===== config.mk =====
export PLATFORM = sky130hd
export DESIGN_NAME = mtlb_cell
export DESIGN_NICKNAME = d
export VERILOG_FILES = /design/src/rtl/mtlb_pkg.sv /design/src/rtl/mtlb_cell.sv
export SDC_FILE = /design/constraint.sdc
export NUM_CORES = 1
export LEC_CHECK = 0
export BUFFER_PORTS_ARGS = -buffer_cell sky130_fd_sc_hd__buf_2
export CAP_MARGIN = 20
export CORE_MARGIN = 3
export CORE_UTILIZATION = 40
export CTS_CLUSTER_DIAMETER = 40
export DETAILED_ROUTE_END_ITERATION = 16
export GPL_ROUTABILITY_DRIVEN = 0
export PLACE_DENSITY = 0.78
export SYNTH_ARGS = -nofsm -noshare
export SYNTH_HDL_FRONTEND = slang
export SYNTH_SLANG_ARGS = --single-unit
export TNS_END_PERCENT = 50

===== constraint.sdc =====
create_clock -name clk_i -period 1.8 [get_ports clk_i]
set_input_delay 0.27 -clock clk_i [delete_from_list [all_inputs] [get_ports clk_i]]
set_output_delay 0.27 -clock clk_i [all_outputs]
set_load 0.005 [all_outputs]

===== src/rtl/mtlb_pkg.sv =====
`timescale 1ns / 1ps
// Package for the TLB translate and check block: request codes, fault codes,
// entry layout and the permission helpers. Depends on nothing.
package mtlb_pkg;

  localparam int unsigned TlbDepthDef = 64;

  localparam logic [3:0]  CtrlReset   = 4'd0;
  localparam logic [17:0] TbaseReset  = 18'd228023;
  localparam logic [31:0] DaccReset   = 32'hDEADC0DE;

  // Register indexes on the write port
  localparam logic [1:0] CfgCtrl  = 2'd0;
  localparam logic [1:0] CfgTbase = 2'd1;
  localparam logic [1:0] CfgDacc  = 2'd2;

  typedef enum logic [1:0] {
    OP_ACCESS  = 2'd0,
    OP_RESP    = 2'd1,
    OP_INV_ALL = 2'd2,
    OP_INV_ONE = 2'd3
  } op_e;

  typedef enum logic [2:0] {
    FLT_NONE     = 3'd0,
    FLT_ALIGN    = 3'd1,
    FLT_SECT_XL  = 3'd2,
    FLT_PAGE_XL  = 3'd3,
    FLT_DOMAIN   = 3'd4,
    FLT_SECT_PRM = 3'd5,
    FLT_SUB_PRM  = 3'd6
  } fault_e;

  typedef enum logic [1:0] {
    EK_INVALID = 2'd0,
    EK_SMALL   = 2'd1,
    EK_LARGE   = 2'd2,
    EK_SECTION = 2'd3
  } ekind_e;

  typedef enum logic [1:0] {
    WK_IDLE = 2'd0,
    WK_L1   = 2'd1,
    WK_L2   = 2'd2
  } walk_e;

  typedef enum logic [1:0] {
    ST_IDLE = 2'd0,
    ST_LOOK = 2'd1,
    ST_EMIT = 2'd2
  } ctl_e;

  typedef enum logic [1:0] {
    ACT_NONE   = 2'd0,
    ACT_DIRECT = 2'd1,
    ACT_FINISH = 2'd2
  } act_e;

  // Descriptor type field codes
  localparam logic [1:0] DT_FAULT = 2'd0;
  localparam logic [1:0] DT_COARSE = 2'd1;
  localparam logic [1:0] DT_SECT  = 2'd2;
  localparam logic [1:0] DT_RSVD  = 2'd3;

  // Domain access codes
  localparam logic [1:0] DA_CLIENT  = 2'd1;
  localparam logic [1:0] DA_MANAGER = 2'd3;

  typedef struct packed {
    logic [19:0] vbase;
    logic [19:0] pbase;
    logic [9:0]  perm;
    logic [3:0]  dom;
    ekind_e      kind;
  } entry_t;

  typedef struct packed {
    logic        kind;
    logic [31:0] addr;
    fault_e      fault;
    logic [3:0]  dom;
    logic        cache;
  } res_t;

  // Page-number mask (address bits 31..12) for an entry kind
  function automatic logic [19:0] page_mask(ekind_e k);
    logic [19:0] m;
    unique case (k)
      EK_SMALL:   m = 20'hFFFFF;
      EK_LARGE:   m = 20'hFFFF0;
      EK_SECTION: m = 20'hFFF00;
      default:    m = 20'h00000;
    endcase
    return m;
  endfunction

  function automatic logic perm_ok(logic [1:0] ap, logic rd, logic usr,
                                   logic sys_p, logic rom_p);
    logic ok;
    unique case (ap)
      2'd0:    ok = rd && ((sys_p && !usr) || rom_p);
      2'd1:    ok = !usr;
      2'd2:    ok = rd || !usr;
      default: ok = 1'b1;
    endcase
    return ok;
  endfunction

endpackage


===== src/rtl/mtlb_cell.sv =====
`timescale 1ns / 1ps
// One TLB entry cell: holds an entry, matches the lookup address and passes
// the first hit down the row. Depends on mtlb_pkg.
module mtlb_cell import mtlb_pkg::*; (
  input  logic        clk_i,
  input  logic        rst_ni,
  input  logic [31:0] va_i,
  input  logic        hit_i,
  input  entry_t      sel_i,
  output logic        hit_o,
  output entry_t      sel_o,
  input  logic        wr_i,
  input  entry_t      wr_entry_i,
  input  logic        clr_all_i,
  input  logic        clr_first_i
);

  entry_t      ent_q;
  ekind_e      kind_q, kind_d;
  logic [19:0] msk;
  logic        match;

  // Match against this entry
  assign msk   = page_mask(kind_q);
  assign match = (kind_q != EK_INVALID) && ((va_i[31:12] & msk) == (ent_q.vbase & msk));

  // Pass the first hit along the row
  assign hit_o = hit_i | match;
  always_comb begin
    sel_o      = hit_i ? sel_i : ent_q;
    sel_o.kind = hit_i ? sel_i.kind : kind_q;
  end

  // Advance the kind: fill, clear all, or clear on first match
  always_comb begin
    kind_d = kind_q;
    if (clr_all_i) begin
      kind_d = EK_INVALID;
    end else if (clr_first_i && match && !hit_i) begin
      kind_d = EK_INVALID;
    end else if (wr_i) begin
      kind_d = wr_entry_i.kind;
    end
  end

  always_ff @(posedge clk_i or negedge rst_ni) begin
    if (!rst_ni) begin
      kind_q <= EK_INVALID;
    end else begin
      kind_q <= kind_d;
    end
  end

  // Hold the payload until the next fill
  always_ff @(posedge clk_i) begin
    if (wr_i) begin
      ent_q <= wr_entry_i;
    end
  end

endmodule


# After elaboration in Yosys (flattened, before gate mapping)
# Index checks and enable logic that the tools add are counted.
[word_totals]
out_inout_bits = 57
elab_cells = 25
in_bits = 150
ff_bits = 58
[classes]
reduce_logical = 6
mux = 6
eq_ne = 4
bitwise_logic = 3
[ops]
columns = ["cell", "count"]
rows = [
  ["one-hot mux 20 bit (3 select lines)", 1],
  ["two-way mux 56 bit", 1],
  ["AND 20 bit", 2],
  ["== test 20 bit", 1],
  ["two-way mux 2 bit", 4],
  ["== test 2 bit, second input constant", 2],
  ["logical AND 1 bit", 3],
  ["nonzero test 3 bit", 1],
  ["== test 2 x 1 -> 1 bit, second input constant", 1],
  ["nonzero test 2 bit", 1],
  ["zero test 1 bit", 1],
  ["bitwise OR 1 bit", 1],
]

# Longest topological paths before layout
[logic_depth]
word_depth = 9
ltp_mapped = 5
depth_no_buf = 5

# Worst setup path after synthesis
# Ideal clock, no wire load.
[synth_path]
path_kind = "register to register"
start = "reg kind_q[0]"
end = "reg kind_q[0]"
arrival_time_ns = 1.369
required_ns = 1.662
path_buffers = 0
period_less_slack_ns = 1.507
setup_ns = 0.138
slack_ns = 0.293
path_stages_with_launch = 6
cell_sequence = "dfrtp_1 -> inv_1 -> ha_1 -> or4b_4 -> nor3b_2 -> a21oi_1"
[synth_between]
elab_chain_cells = 9
elab_cells_between_ends = 14
cone_classes = "eq/ne: 4; mux: 3; bitwise: 2; reduce/logical: 5"
[synth_lines]
columns = ["element", "line", "source"]
rows = [
  ["start: declaration", "mtlb_cell.sv:19", "ekind_e kind_q, kind_d;"],
  ["start signal: assignment", "mtlb_cell.sv:50", "kind_q <= kind_d;"],
  ["== test 2 bit or == test 2 x 1 -> 1 bit (tied branches)", "mtlb_pkg.sv:88", "unique case (k)"],
  ["one-hot mux 20 bit (3 select lines)", "mtlb_pkg.sv:88", ""],
  ["AND 20 bit", "mtlb_cell.sv:25", "assign match = (kind_q != EK_INVALID) && ((va_i[31:12] & msk) == (ent_q.vbase & msk));"],
  ["== test 20 bit", "mtlb_cell.sv:25", ""],
  ["logical AND 1 bit (*)", "mtlb_cell.sv:25", ""],
  ["logical AND 1 bit (*) (2 in series)", "mtlb_cell.sv:39", "end else if (clr_first_i && match && !hit_i) begin"],
  ["two-way mux 2 bit", "mtlb_cell.sv:39", ""],
  ["two-way mux 2 bit", "mtlb_cell.sv:37", "if (clr_all_i) begin"],
]
# Every way passes the cells marked *; elsewhere a longest branch is shown, timed or not.
# A chain may end at the register's enable or synchronous reset.

# Worst setup path after layout
[layout_path]
start = "reg ent_q[38] (netlist name)"
end = "out hit_o"
[layout_between]
elab_chain_cells = 4
[layout_lines]
columns = ["element", "line", "source"]
rows = [
  ["start: declaration", "mtlb_cell.sv:18", "entry_t ent_q;"],
  ["start signal: assignment", "mtlb_cell.sv:57", "ent_q <= wr_entry_i;"],
  ["AND 20 bit", "mtlb_cell.sv:25", ""],
  ["== test 20 bit", "mtlb_cell.sv:25", ""],
  ["logical AND 1 bit", "mtlb_cell.sv:25", ""],
  ["bitwise OR 1 bit", "mtlb_cell.sv:28", "assign hit_o = hit_i | match;"],
  ["end: declaration", "mtlb_cell.sv:10", "output logic hit_o,"],
]
# Every way passes these cells.

==> out/results.ini <==
[run_status]
status=finished, violations left
failed_checks=negative setup slack

[timing]
post-route-period-util=1.04
finalSetupViolCount=1
fin_ws_ns=-0.0735
max_freq_mhz=534
timing.final.hold_violations=0
drv_slew=0
skew_ns=0.00307
rsz0062_at_grt=true
slew_headroom=0.786
fin_crit_ns=1.87
tightest_slew_ns=0.317

[critical_path]
path_buf_inv=1
path_cells=xnor2_1 -> nand4_1 -> a211oi_2 -> a31o_1 -> buf_2
slowest_delay_ns=0.43
crit_family=compound AO/OA/AOI/OAI gates
worstPathRequired_ns=1.53
cp-end-kind=output port
worst-setup-path-type=flip-flop to output port
slowest_stage=edfxtp_1
arrival_ns=1.60
critical_path_peak_fanout=3
start_kind=flip-flop

[pwr]
power_uw=2790
p_int_uw=2150
pwr-share-comb=0.196
vdd_drop_max_mv=0.449
sequentialPowerShare=0.568
powerDensity_nw_per_um2=718
switching_share=0.230
power_frac_clock=0.236
p_leak_uw=0.00174
p_switching_uw=642

[cells_and_area]
fillCellCount=539
finish.utilization=0.609
area_growth_pct=46.0
diodes=0
final_layout_size_suffix_gt1_frac=0.721
nets=516
final_cells=442

[place]
place_inst=432
portBuffers=194
dpl.hpwl_mm=5.63
place_ws_ns=0.104

[cts]
clock-sinks=56
insertion_delay_ns=0.30
clockRootBuffer=clkbuf_8
clkSlewWorstSetupHoldPaths_ns=0.10
cts_tree=yes
cts_buffers=5
clk_path_buf_depth=2
htreeDepth=2

[die]
dieArea_um2=7670
dieWidth_um=87.6
fp.dieH_um=87.6
core_um2=6390
ios=207
start_util=0.417
rows=29

[drt]
vias=2090
drt_iter0_drc=26
firstDrtPassIters=2
via_per_inst=4.73
wl_per_cell_um=15.3
drc=0
ant_nets=0
routed_wl_mm=6.76

[synth]
netlist_area_um2=2660
yosysSeqAreaShare=0.628
ys_seq_elements=56
synth_warnings=0
syn_nets=313
synthCells=161
synth_top_area_share=0.609
ys_types=22
syn_avg_cell_area_um2=16.5
ys_top_cells_by_area=edfxtp_1, mux2_2, xnor2_1
yosys.area.top_type=edfxtp_1

[grt]
gr-total-overflow=0
antenna_found_initial=0
grt_max_degree=33
grt_pass1_wl_mm=9.65
grt_util_all_layers=0.167
first_global_vias=2037

[hold_path]
hp-class=primary input to flip-flop

[job]
maxCapViolations=0

## Yosys cell counts
library cell	count
mux2_2	49
edfxtp_1	54
or2_2	2
mux2i_1	2
nand4_1	3
nand3_1	1
buf_2	7
a21oi_1	2
nor3b_2	1
mux2_1	5
o21ai_0	2
nand2_1	2
xnor2_1	15
ha_1	2
a31o_1	1
xor2_1	5
dfrtp_1	2
a211oi_1	1
or4b_4	1
nor3_1	1
inv_1	2
o41ai_1	1
## worst register-to-register path: cells and delay by family (launching register included)
family | cells | cell delay [ns]
compound gates | 1 | 0.10
fa+ha+maj | 1 | 0.21
buf+inv | 1 | 0.06
flops | 1 | 0.37
simple gates | 2 | 0.75
## stage by stage
stage	hold slack [ns]	instance area, µm²	TNS, ns
2_1_floorplan	-0.0256	2660	0
3_3_place_gp	0.0568	3770	0
3_5_place_dp	0.0612	3770	0
6_report	0.133	3890	-0.0735
4_1_cts	0.123	3890	-0.115
5_1_grt	0.114	3890	-0.183
## state kept, by name (all words and copies together) (netlist names)
signal  cells
ent_q      54
kind_q      2
## final timing paths
check	start	end	slack (ns)	cells after the start
max in group asynchronous	rst_ni	kind_q[0]	1.42	2
min in group asynchronous	rst_ni	kind_q[1]	0.28	2
max reg2reg	kind_q[0]	kind_q[0]	0.18	5
max	ent_q[38]	hit_o	-0.07	5
min reg2reg	kind_q[1]	kind_q[1]	0.67	3
min	wr_entry_i[11]	ent_q[11]	0.13	1
## power groups by stage
stage          logic [µW]  registers, µW  clock network [µW]
4_1_cts               559           1590                 682
6_report              548           1580                 658
3_3_place_gp          532           1610                   0
3_5_place_dp          547           1620                   0
2_1_floorplan         229           1600                   0
5_1_grt               602           1600                 738
## cells in the final DEF, fill, tap and decap left out, drive strengths merged, types with 3 or more instances in the layout
cell type / n
buf: 202
clkbuf: 6
edfxtp: 54
mux2: 54
nand4: 3
xnor2: 15
xor2: 5
## what timing repair did
action,4_1_cts,5_1_grt
resized for setup,2,0
hold buffers,1,0
setup endpoints to repair,1,1
hold endpoints to repair,2,0
buffers inserted,1,0
pin swaps,1,0
## per-layer routing
| metal | track usage | wire length, µm | vias to the layer above |
|---|---|---|---|
| met5 | 0 | 0 | - |
| met4 | 0.0418 | 48 | 0 |
| met3 | 0.0499 | 649 | 5 |
| met2 | 0.318 | 3690 | 106 |
| met1 | 0.177 | 2380 | 959 |
| li1 | - | - | 1020 |
## area by class of cell
| cell class | instances | area [µm²] | area share |
|---|---|---|---|
| Tap cell | 77 | 96.3 | 0.0248 |
| Timing Repair Buffer | 203 | 1070 | 0.274 |
| Clock inverter | 2 | 11.3 | 0.00290 |
| Inverter | 2 | 7.51 | 0.00193 |
| Multi-Input combinational cell | 96 | 961 | 0.247 |
| Clock buffer | 6 | 72.6 | 0.0187 |
| Sequential cell | 56 | 1670 | 0.430 |
## logic make-up (layout without fill, tap and decap cells)
kind of cell / after synthesis / in the layout / synth area share
compound gates: 7 / 7 / 0.0169
xor+xnor: 20 / 20 / 0.0658
fa+ha+maj: 2 / 2 / 0.00940
buf+inv: 9 / 213 / 0.0160
flops: 56 / 56 / 0.628
mux: 56 / 56 / 0.236
simple gates: 11 / 11 / 0.0282
Note: power is estimated with default switching activity, not from simulation.
