==> config.mk <==
export PLATFORM = sky130hd
export DESIGN_NAME = mtlb_check
export DESIGN_NICKNAME = d
export VERILOG_FILES = /design/src/rtl/mtlb_pkg.sv /design/src/rtl/mtlb_check.sv
export SDC_FILE = /design/constraint.sdc
export NUM_CORES = 1
export LEC_CHECK = 0
export ABC_AREA = 1
export CORE_AREA = 2 2 65 67
export DETAILED_ROUTE_END_ITERATION = 7
export DIE_AREA = 0 0 67 69
export DONT_BUFFER_PORTS = 1
export PLACE_DENSITY = 0.42
export SLEW_MARGIN = 20
export SYNTH_ARGS = -nofsm -noshare
export SYNTH_HDL_FRONTEND = slang
export SYNTH_SLANG_ARGS = --single-unit
==> constraint.sdc <==
create_clock -name vclk -period 2
set_input_delay 0.3 -clock vclk [all_inputs]
set_output_delay 0.3 -clock vclk [all_outputs]
set_load 0.01 [all_outputs]
==> src/rtl/mtlb_pkg.sv <==
`timescale 1ns / 1ps
// Package for the TLB translate and check block: request codes, fault codes,
// entry layout and the permission helpers. Depends on nothing.
package mtlb_pkg;

  localparam int unsigned TlbDepthDef = 64;

  localparam logic [3:0]  CtrlReset   = 4'd0;
  localparam logic [17:0] TbaseReset  = 18'd228023;
  localparam logic [31:0] DaccReset   = 32'hDEADC0DE;

  // Register indexes on the write port
  localparam logic [1:0] CfgCtrl  = 2'd0;
  localparam logic [1:0] CfgTbase = 2'd1;
  localparam logic [1:0] CfgDacc  = 2'd2;

  typedef enum logic [1:0] {
    OP_ACCESS  = 2'd0,
    OP_RESP    = 2'd1,
    OP_INV_ALL = 2'd2,
    OP_INV_ONE = 2'd3
  } op_e;

  typedef enum logic [2:0] {
    FLT_NONE     = 3'd0,
    FLT_ALIGN    = 3'd1,
    FLT_SECT_XL  = 3'd2,
    FLT_PAGE_XL  = 3'd3,
    FLT_DOMAIN   = 3'd4,
    FLT_SECT_PRM = 3'd5,
    FLT_SUB_PRM  = 3'd6
  } fault_e;

  typedef enum logic [1:0] {
    EK_INVALID = 2'd0,
    EK_SMALL   = 2'd1,
    EK_LARGE   = 2'd2,
    EK_SECTION = 2'd3
  } ekind_e;

  typedef enum logic [1:0] {
    WK_IDLE = 2'd0,
    WK_L1   = 2'd1,
    WK_L2   = 2'd2
  } walk_e;

  typedef enum logic [1:0] {
    ST_IDLE = 2'd0,
    ST_LOOK = 2'd1,
    ST_EMIT = 2'd2
  } ctl_e;

  typedef enum logic [1:0] {
    ACT_NONE   = 2'd0,
    ACT_DIRECT = 2'd1,
    ACT_FINISH = 2'd2
  } act_e;

  // Descriptor type field codes
  localparam logic [1:0] DT_FAULT = 2'd0;
  localparam logic [1:0] DT_COARSE = 2'd1;
  localparam logic [1:0] DT_SECT  = 2'd2;
  localparam logic [1:0] DT_RSVD  = 2'd3;

  // Domain access codes
  localparam logic [1:0] DA_CLIENT  = 2'd1;
  localparam logic [1:0] DA_MANAGER = 2'd3;

  typedef struct packed {
    logic [19:0] vbase;
    logic [19:0] pbase;
    logic [9:0]  perm;
    logic [3:0]  dom;
    ekind_e      kind;
  } entry_t;

  typedef struct packed {
    logic        kind;
    logic [31:0] addr;
    fault_e      fault;
    logic [3:0]  dom;
    logic        cache;
  } res_t;

  // Page-number mask (address bits 31..12) for an entry kind
  function automatic logic [19:0] page_mask(ekind_e k);
    logic [19:0] m;
    unique case (k)
      EK_SMALL:   m = 20'hFFFFF;
      EK_LARGE:   m = 20'hFFFF0;
      EK_SECTION: m = 20'hFFF00;
      default:    m = 20'h00000;
    endcase
    return m;
  endfunction

  function automatic logic perm_ok(logic [1:0] ap, logic rd, logic usr,
                                   logic sys_p, logic rom_p);
    logic ok;
    unique case (ap)
      2'd0:    ok = rd && ((sys_p && !usr) || rom_p);
      2'd1:    ok = !usr;
      2'd2:    ok = rd || !usr;
      default: ok = 1'b1;
    endcase
    return ok;
  endfunction

endpackage

==> src/rtl/mtlb_check.sv <==
`timescale 1ns / 1ps
// Domain and access-permission check of one selected entry, forming the
// finished translation. Depends on mtlb_pkg.
module mtlb_check import mtlb_pkg::*; (
  input  entry_t      ent_i,
  input  logic [31:0] va_i,
  input  logic        rd_i,
  input  logic        usr_i,
  input  logic [3:0]  ctrl_i,
  input  logic [31:0] dacc_i,
  output res_t        res_o
);

  logic [1:0]  acc;
  logic [1:0]  sub;
  logic [1:0]  ap;
  logic [19:0] msk;

  assign acc = dacc_i[{ent_i.dom, 1'b0} +: 2];
  assign msk = page_mask(ent_i.kind);

  // Pick the subpage permission field
  always_comb begin
    unique case (ent_i.kind)
      EK_SMALL: sub = va_i[11:10];
      EK_LARGE: sub = va_i[15:14];
      default:  sub = 2'd3;
    endcase
    ap = ent_i.perm[{1'b0, sub, 1'b0} + 4'd2 +: 2];
  end

  // Form the answer
  always_comb begin
    res_o.kind  = 1'b0;
    res_o.dom   = ent_i.dom;
    res_o.cache = ent_i.perm[1];
    res_o.fault = FLT_NONE;
    res_o.addr  = {(ent_i.pbase & msk) | (va_i[31:12] & ~msk), va_i[11:0]};
    if (acc != DA_CLIENT && acc != DA_MANAGER) begin
      res_o.fault = FLT_DOMAIN;
      res_o.addr  = va_i;
    end else if (acc == DA_CLIENT && !perm_ok(ap, rd_i, usr_i, ctrl_i[2], ctrl_i[3])) begin
      res_o.fault = (ent_i.kind == EK_SECTION) ? FLT_SECT_PRM : FLT_SUB_PRM;
      res_o.addr  = va_i;
    end
  end

endmodule

# ---- After elaboration in Yosys (flattened, before gate mapping)
# Cells that the tools add are included.
dict set report word_totals {
  mem_bits_rw 0
  mem_count 0
  romBits 0
  out_inout_bits 41
  word_cells 31
  in_bits 126
  latch_bits 0
  register_bits 0
}
dict set report classes {
  addsub 1
  n_shift 2
  mux 7
  n_eq_ne 8
  bitwise_logic 4
  n_mul 0
  n_reduce_logical 9
  order_cmp 0
  div 0
}
# operator count
set op_table {}
lappend op_table {{$mux W35} 2}
lappend op_table {{$pmux W20 S3} 1}
lappend op_table {{$and A20 B20 Y20} 2}
lappend op_table {{$shiftx A32 B6 Y2} 1}
lappend op_table {{$not A20 Y20} 1}
lappend op_table {{$or A20 B20 Y20} 1}
lappend op_table {{$shiftx A10 B5 Y2} 1}
lappend op_table {{$eq A2 B1 Y1 const B} 3}
lappend op_table {{$eq A2 B2 Y1 const B} 3}
lappend op_table {{$add A3 B2 Y4 const B} 1}
lappend op_table {{$logic_and A1 B1 Y1} 4}
lappend op_table {{$pmux W2 S2} 1}
lappend op_table {{$pmux W1 S3} 1}
lappend op_table {{$logic_not A1 Y1} 2}
lappend op_table {{$logic_not A2 Y1} 1}
lappend op_table {{$logic_or A1 B1 Y1} 2}
lappend op_table {{$mux W2} 1}
lappend op_table {{$ne A2 B1 Y1 const B} 1}
lappend op_table {{$ne A2 B2 Y1 const B} 1}
lappend op_table {{$mux W1} 1}

# ---- Logic depth before layout (Yosys ltp)
# Gate-level depths: netlist (run 1).
dict set report logic_depth {
  word_depth 11
  depth_mapped 16
}

# ---- Least setup slack after synthesis (run 1)
# OpenSTA, ideal clock, no wires.
dict set report synth_path {
  path_kind {input to output}
  startpoint {in ent_i[0] in the netlist's numbering}
  endpoint {out res_o[29] in the netlist's numbering}
  t_arrival_ns 1.755
  slack_ns -0.055
  path_buffers 1
  t_required_ns 1.700
  stages 14
  path_cell_list {inv_1 -> ha_1 -> nand3_2 -> clkinv_1 -> nand3_1 -> nand2_1 -> a21oi_1 -> nand2_1 -> nand2_2 -> nand2_4 -> nand2_2 -> buf_6 -> nand2_1 -> nand2_1}
}
# element line
set synth_rtl {}
lappend synth_rtl {{start, declared} mtlb_check.sv:5} ;# input entry_t ent_i,
lappend synth_rtl {{end, declared} mtlb_check.sv:11} ;# output res_t res_o

==> flow_summary_export.csv, run 1 <==
group,metric,value,unit
outcome,violations,"setup timing",
layout,layout_common_cells,"38 x nand2_1, 34 x nand3_1, 33 x nand2_2",
sta,fin_crit_sh,1.06,
route,wl,3.15,mm
logic_synthesis,synth_nets,342,
sta,max_freq,471,MHz
route,wl_per_cell,13.0,um
layout,area_growth_syn_to_layout,10.2,%
placement,dp_cells,242,
layout,fin_util,0.304,
layout,drive_gt1_frac,0.311,
layout,seqCellArea,0,sq um
route,drtIter0Drc,11,
global_route,grt_max_degree,34,
layout,layout_commonest_cell,"nand2_1",
sta,finalCriticalPeriod,2.12,ns
die,die-area,4620,sq um
die,start_util,0.276,
global_route,grt_usage,0.116,
flow_run,maxCapViolations,0,
min_path,hold_class,"input port to output pin",
min_path,hold_end,"res_o[0]",
logic_synthesis,syn_avg_cell_area,5.09,sq um
sta,setup_tns,-2.36,ns
die,core,3910,sq um
logic_synthesis,seq_area_frac_synth,0,
clock_network,hold_buffers,0,
global_route,first_global_vias,964,
die,chipWidth,67,um
logic_synthesis,synth_top_area_cell,"nand2_1",
placement,dpl-instance-area,1010,sq um
layout,seq_cell_count,0,
setup_path,critPathLaunchType,"input port",
min_path,holdPathStages,0,
global_route,antenna_found_initial,0,
sta,holdWs,0.600,ns
die,ios,167,
layout,layout.cells.non_filler,243,
setup_path,worst-endpoint-required,1.70,ns
logic_synthesis,yosys_warnings,0,
power_and_ir_drop,p_total,367,uW
sta,setup_ws,-0.123,ns
sta,setup_viol,23,
logic_synthesis,synth_top_area_frac,0.240,
global_route,grt_remaining_overflow,0,
layout,clockBufferCount,0,
route,drcViolationCount,0,
route,viasPerCell,4.94,
layout,design_area,1190,sq um
placement,dp_hpwl,2.68,mm
placement,routabilityCongestion,0.736,
route,ant_nets,0,
sta,final_max_slew_viol_count,0,
logic_synthesis,syn-cell-area,1080,sq um
layout,final_nets,325,
global_route,grt_pass1_wl,4.49,mm
layout,n_antenna_cell,0,
logic_synthesis,synth.distinct_cells,21,
logic_synthesis,postSynthCellCount,212,
power_and_ir_drop,p_leak,0.600,nW
setup_path,cp-end-kind,"output pin",
route,vias,1200,
setup_path,cp.arrival,1.82,ns
die,fp.dieH,69,um
power_and_ir_drop,ir_worst_vdd,0.0944,mV
setup_path,path_max_fanout,7,
setup_path,critPathKind,"input port to output pin",
placement,preCtsSetupSlack,-0.250,ns
sta,rsz0062_at_grt,"true",
placement,io_buffer_count,0,
sta,hold_violations,0,
power_and_ir_drop,power_density,308,nW/um^2
outcome,status,"complete, but fails checks",
die,rows,23,
min_path,hold_path_startpoint,"ent_i[7]",
logic_synthesis,yosys-top-cells-area,"nand2_1 24%, nand3_1 17%, buf_4 15%, inv_1 10%, o211ai_1 7.7%",
route,firstDrtPassIters,4,
==> report_power, final <==
part / total [mW] / switching [mW] / internal [mW]
Combinational: 0.367 / 0.229 / 0.138
Sequential: 0 / 0 / 0
Clock: 0 / 0 / 0
Total: 0.367 / 0.229 / 0.138
==> cell families (layout without fill, tap and decap cells) <==
group | count (synthesis) | count (layout) | share of synthesized area
AND/OR/NAND/NOR | 121 | 121 | 0.508
buffers and inverters | 60 | 41 | 0.296
AO/OA/AOI/OAI | 26 | 26 | 0.146
adder cells (fa/ha/maj) | 4 | 4 | 0.0464
other | 1 | 1 | 0.00348
==> synthesized netlist by cell type (2+ instances only) <==
library cell	count
nand2_1	69
nand3_1	37
inv_1	30
buf_4	22
o211ai_1	11
a21oi_1	8
o21ai_0	6
ha_1	4
nand4_1	4
buf_2	3
inv_2	3
nand2_2	3
nor2_1	3
nand3_2	2
==> worst max-delay path by stage <==
| stage | start | end | slack (ns) | cells after the start |
|---|---|---|---|---|
| 3_5_place_dp | ent_i[1] | res_o[28] | -0.25 | 15 |
| 3_3_place_gp | ent_i[1] | res_o[28] | -0.22 | 15 |
| 2_1_floorplan | ent_i[1] | res_o[29] | 0.02 | 16 |
| 5_1_grt | ent_i[1] | res_o[22] | -0.24 | 13 |
| 4_1_cts | ent_i[1] | res_o[38] | -0.12 | 13 |
| 6_report | ent_i[1] | res_o[23] | -0.12 | 13 |
==> area by class of cell <==
| class | instances | area, sq um |
|---|---|---|
| multi-input cells | 152 | 923 |
| fillers | 468 | 2730 |
| inverters | 34 | 131 |
| repair buffers | 7 | 71.3 |
| well taps | 50 | 62.6 |
==> critical path, cell delays in order <==
cell,delay [ns]
clkinvlp_4,0.10
ha_4,0.34
nand3_2,0.11
buf_4,0.15
nand2_1,0.07
nand2_2,0.06
a21oi_2,0.11
nand2_1,0.07
nand2_2,0.11
nand2_8,0.10
buf_8,0.15
nand3_1,0.08
nand2_2,0.08
==> routing by layer <==
layer	up-vias	wire length (um)	global-route usage
met5	-	0	0
met4	0	2	0.00907
met3	2	273	0.00653
met2	63	1610	0.216
met1	508	1260	0.149
li1	627	-	-
==> repair_timing <==
item,in CTS,in global routing
pin swaps,1,11
cloned,0,1
endpoints found under the setup margin,23,23
resized for setup,10,43
buffers inserted,0,0
No activity file was read; power rests on OpenSTA's default activity.
==> inputs of run 2 (changes only) <==
CORE_AREA = 2 2 64 66   (was 2 2 65 67)
DIE_AREA = 0 0 66 68   (was 0 0 67 69)
PLACE_DENSITY = 0.43   (was 0.42)
==> flow_summary_export.csv, run 2 (same netlist as run 1, synthesis figures left out) <==
group,metric,value,unit
power_and_ir_drop,pwr-share-seq,0,
power_and_ir_drop,ir_worst_vdd,0.101,mV
global_route,antenna_found_initial,0,
placement,routabilityCongestion,0.645,
layout,drive_gt1_frac,0.379,
setup_path,path_max_fanout,8,
die,ios,167,
layout,layout_commonest_cell,"nand2_1",
setup_path,worst-endpoint-required,1.70,ns
global_route,first_global_vias,976,
power_and_ir_drop,power_density,314,nW/um^2
layout,clockBufferCount,0,
power_and_ir_drop,p_switching,257,uW
global_route,grt_pass1_wl,4.12,mm
sta,rsz0062_at_grt,"true",
power_and_ir_drop,pwr-share-clk,0,
layout,seqCellArea,0,sq um
power_and_ir_drop,swShare,0.617,
route,vias,1222,
placement,dp_cells,243,
layout,layout_common_cells,"37 x nand2_1, 31 x nand2_2, 29 x inv_1",
layout,seq_cell_count,0,
sta,finalCriticalPeriod,2.13,ns
route,wl_per_cell,12.7,um
flow_run,maxCapViolations,0,
clock_network,hold_buffers,0,
power_and_ir_drop,p_comb_frac,1.000,
layout,layout.cells.non_filler,245,
global_route,grt_max_degree,34,
sta,worst_pin_slew,0.624,ns
route,ant_nets,0,
outcome,status,"complete, but fails checks",
die,chipWidth,66,um
sta,slew_headroom,0.583,
sta,max_freq,469,MHz
sta,setup_viol,23,
route,firstDrtPassIters,4,
placement,dp_hpwl,2.47,mm
clock_network,cts_setup_buffers,0,
die,die-area,4490,sq um
outcome,violations,"setup timing",
sta,holdWs,0.600,ns
setup_path,cp.arrival,1.83,ns
die,start_util,0.280,
sta,hold_violations,0,
power_and_ir_drop,p_int,159,uW
setup_path,cp-end-kind,"output pin",
layout,n_antenna_cell,0,
die,core,3860,sq um
layout,final_nets,327,
global_route,grt_remaining_overflow,0,
layout,area_growth_syn_to_layout,22.9,%
die,fp.dieH,68,um
placement,io_buffer_count,0,
route,viasPerCell,4.99,
sta,setup_ws,-0.130,ns
route,wl,3.11,mm
setup_path,critPathLaunchType,"input port",
power_and_ir_drop,p_leak,0.647,nW
min_path,hold_class,"input port to output pin",
global_route,grt_usage,0.110,
die,rows,23,
layout,fillers,454,
sta,final_max_slew_viol_count,0,
route,drcViolationCount,0,
setup_path,critPathKind,"input port to output pin",
route,drtIter0Drc,16,
sta,fin_crit_sh,1.06,
==> run 2: cell types whose count changed in the layout (fill, tap and decap cells not counted), sizes merged <==
cell / change
clkbuf: +1
clkinv: +1
inv: -1
nand2: +1
==> run 2: critical path, stage by stage <==
cell and delay (ns):
clkinvlp_4 0.10, ha_4 0.34, nand3_4 0.11, nand2_2 0.08
nand2_1 0.04, nand2_1 0.06, nand2_2 0.07, o211ai_1 0.13
nand2_4 0.13, nand2_8 0.12, buf_8 0.14, nand3_2 0.08
nand2_2 0.11
==> run 2: stage by stage <==
stage                     TNS [ns]  power (mW)  worst slack, ns  area (sq um)  utilization
final                        -2.28       0.416           -0.130          1330        0.344
after global routing         -5.14       0.462           -0.253          1330        0.344
after CTS                    -2.45       0.325           -0.141          1090        0.282
after detailed placement     -4.42       0.299           -0.241          1010        0.263
after global placement       -3.86       0.296           -0.222          1010        0.263
after floorplan                  0       0.299           0.0218          1090            -
==> run 2: final timing paths <==
kind,from,endpoint,depth (start not counted)
min,ent_i[7],res_o[0],0
max,ent_i[1],res_o[27],13
==> run 2: cell type report <==
type	instances	area (sq um)	share of cell area
Inverter	34	131	0.0992
Timing Repair Buffer	8	100	0.0755
Tap cell	50	62.6	0.0472
Multi-Input combinational cell	153	1030	0.778
==> run 2: repair_timing <==
action | in CTS | in global routing
cloned | 0 | 2
resized for setup | 20 | 50
pin swaps | 0 | 22
endpoints found under the setup margin | 23 | 23
==> run 2: layer usage <==
layer / share of wire / wire, um / track usage
met1: 0.39 / 1210 / 0.136
met5: 0 / 0 / 0
met3: 0.088 / 274 / 0.0164
met2: 0.52 / 1610 / 0.216
met4: 0.0023 / 7 / 0
==> run 2: power by group through the flow <==
stage               Combinational (mW)  Sequential [mW]  Clock, mW
CTS                              0.325                0          0
detailed placement               0.299                0          0
floorplan                        0.299                0          0
global placement                 0.296                0          0
global route                     0.462                0          0
finish                           0.416                0          0
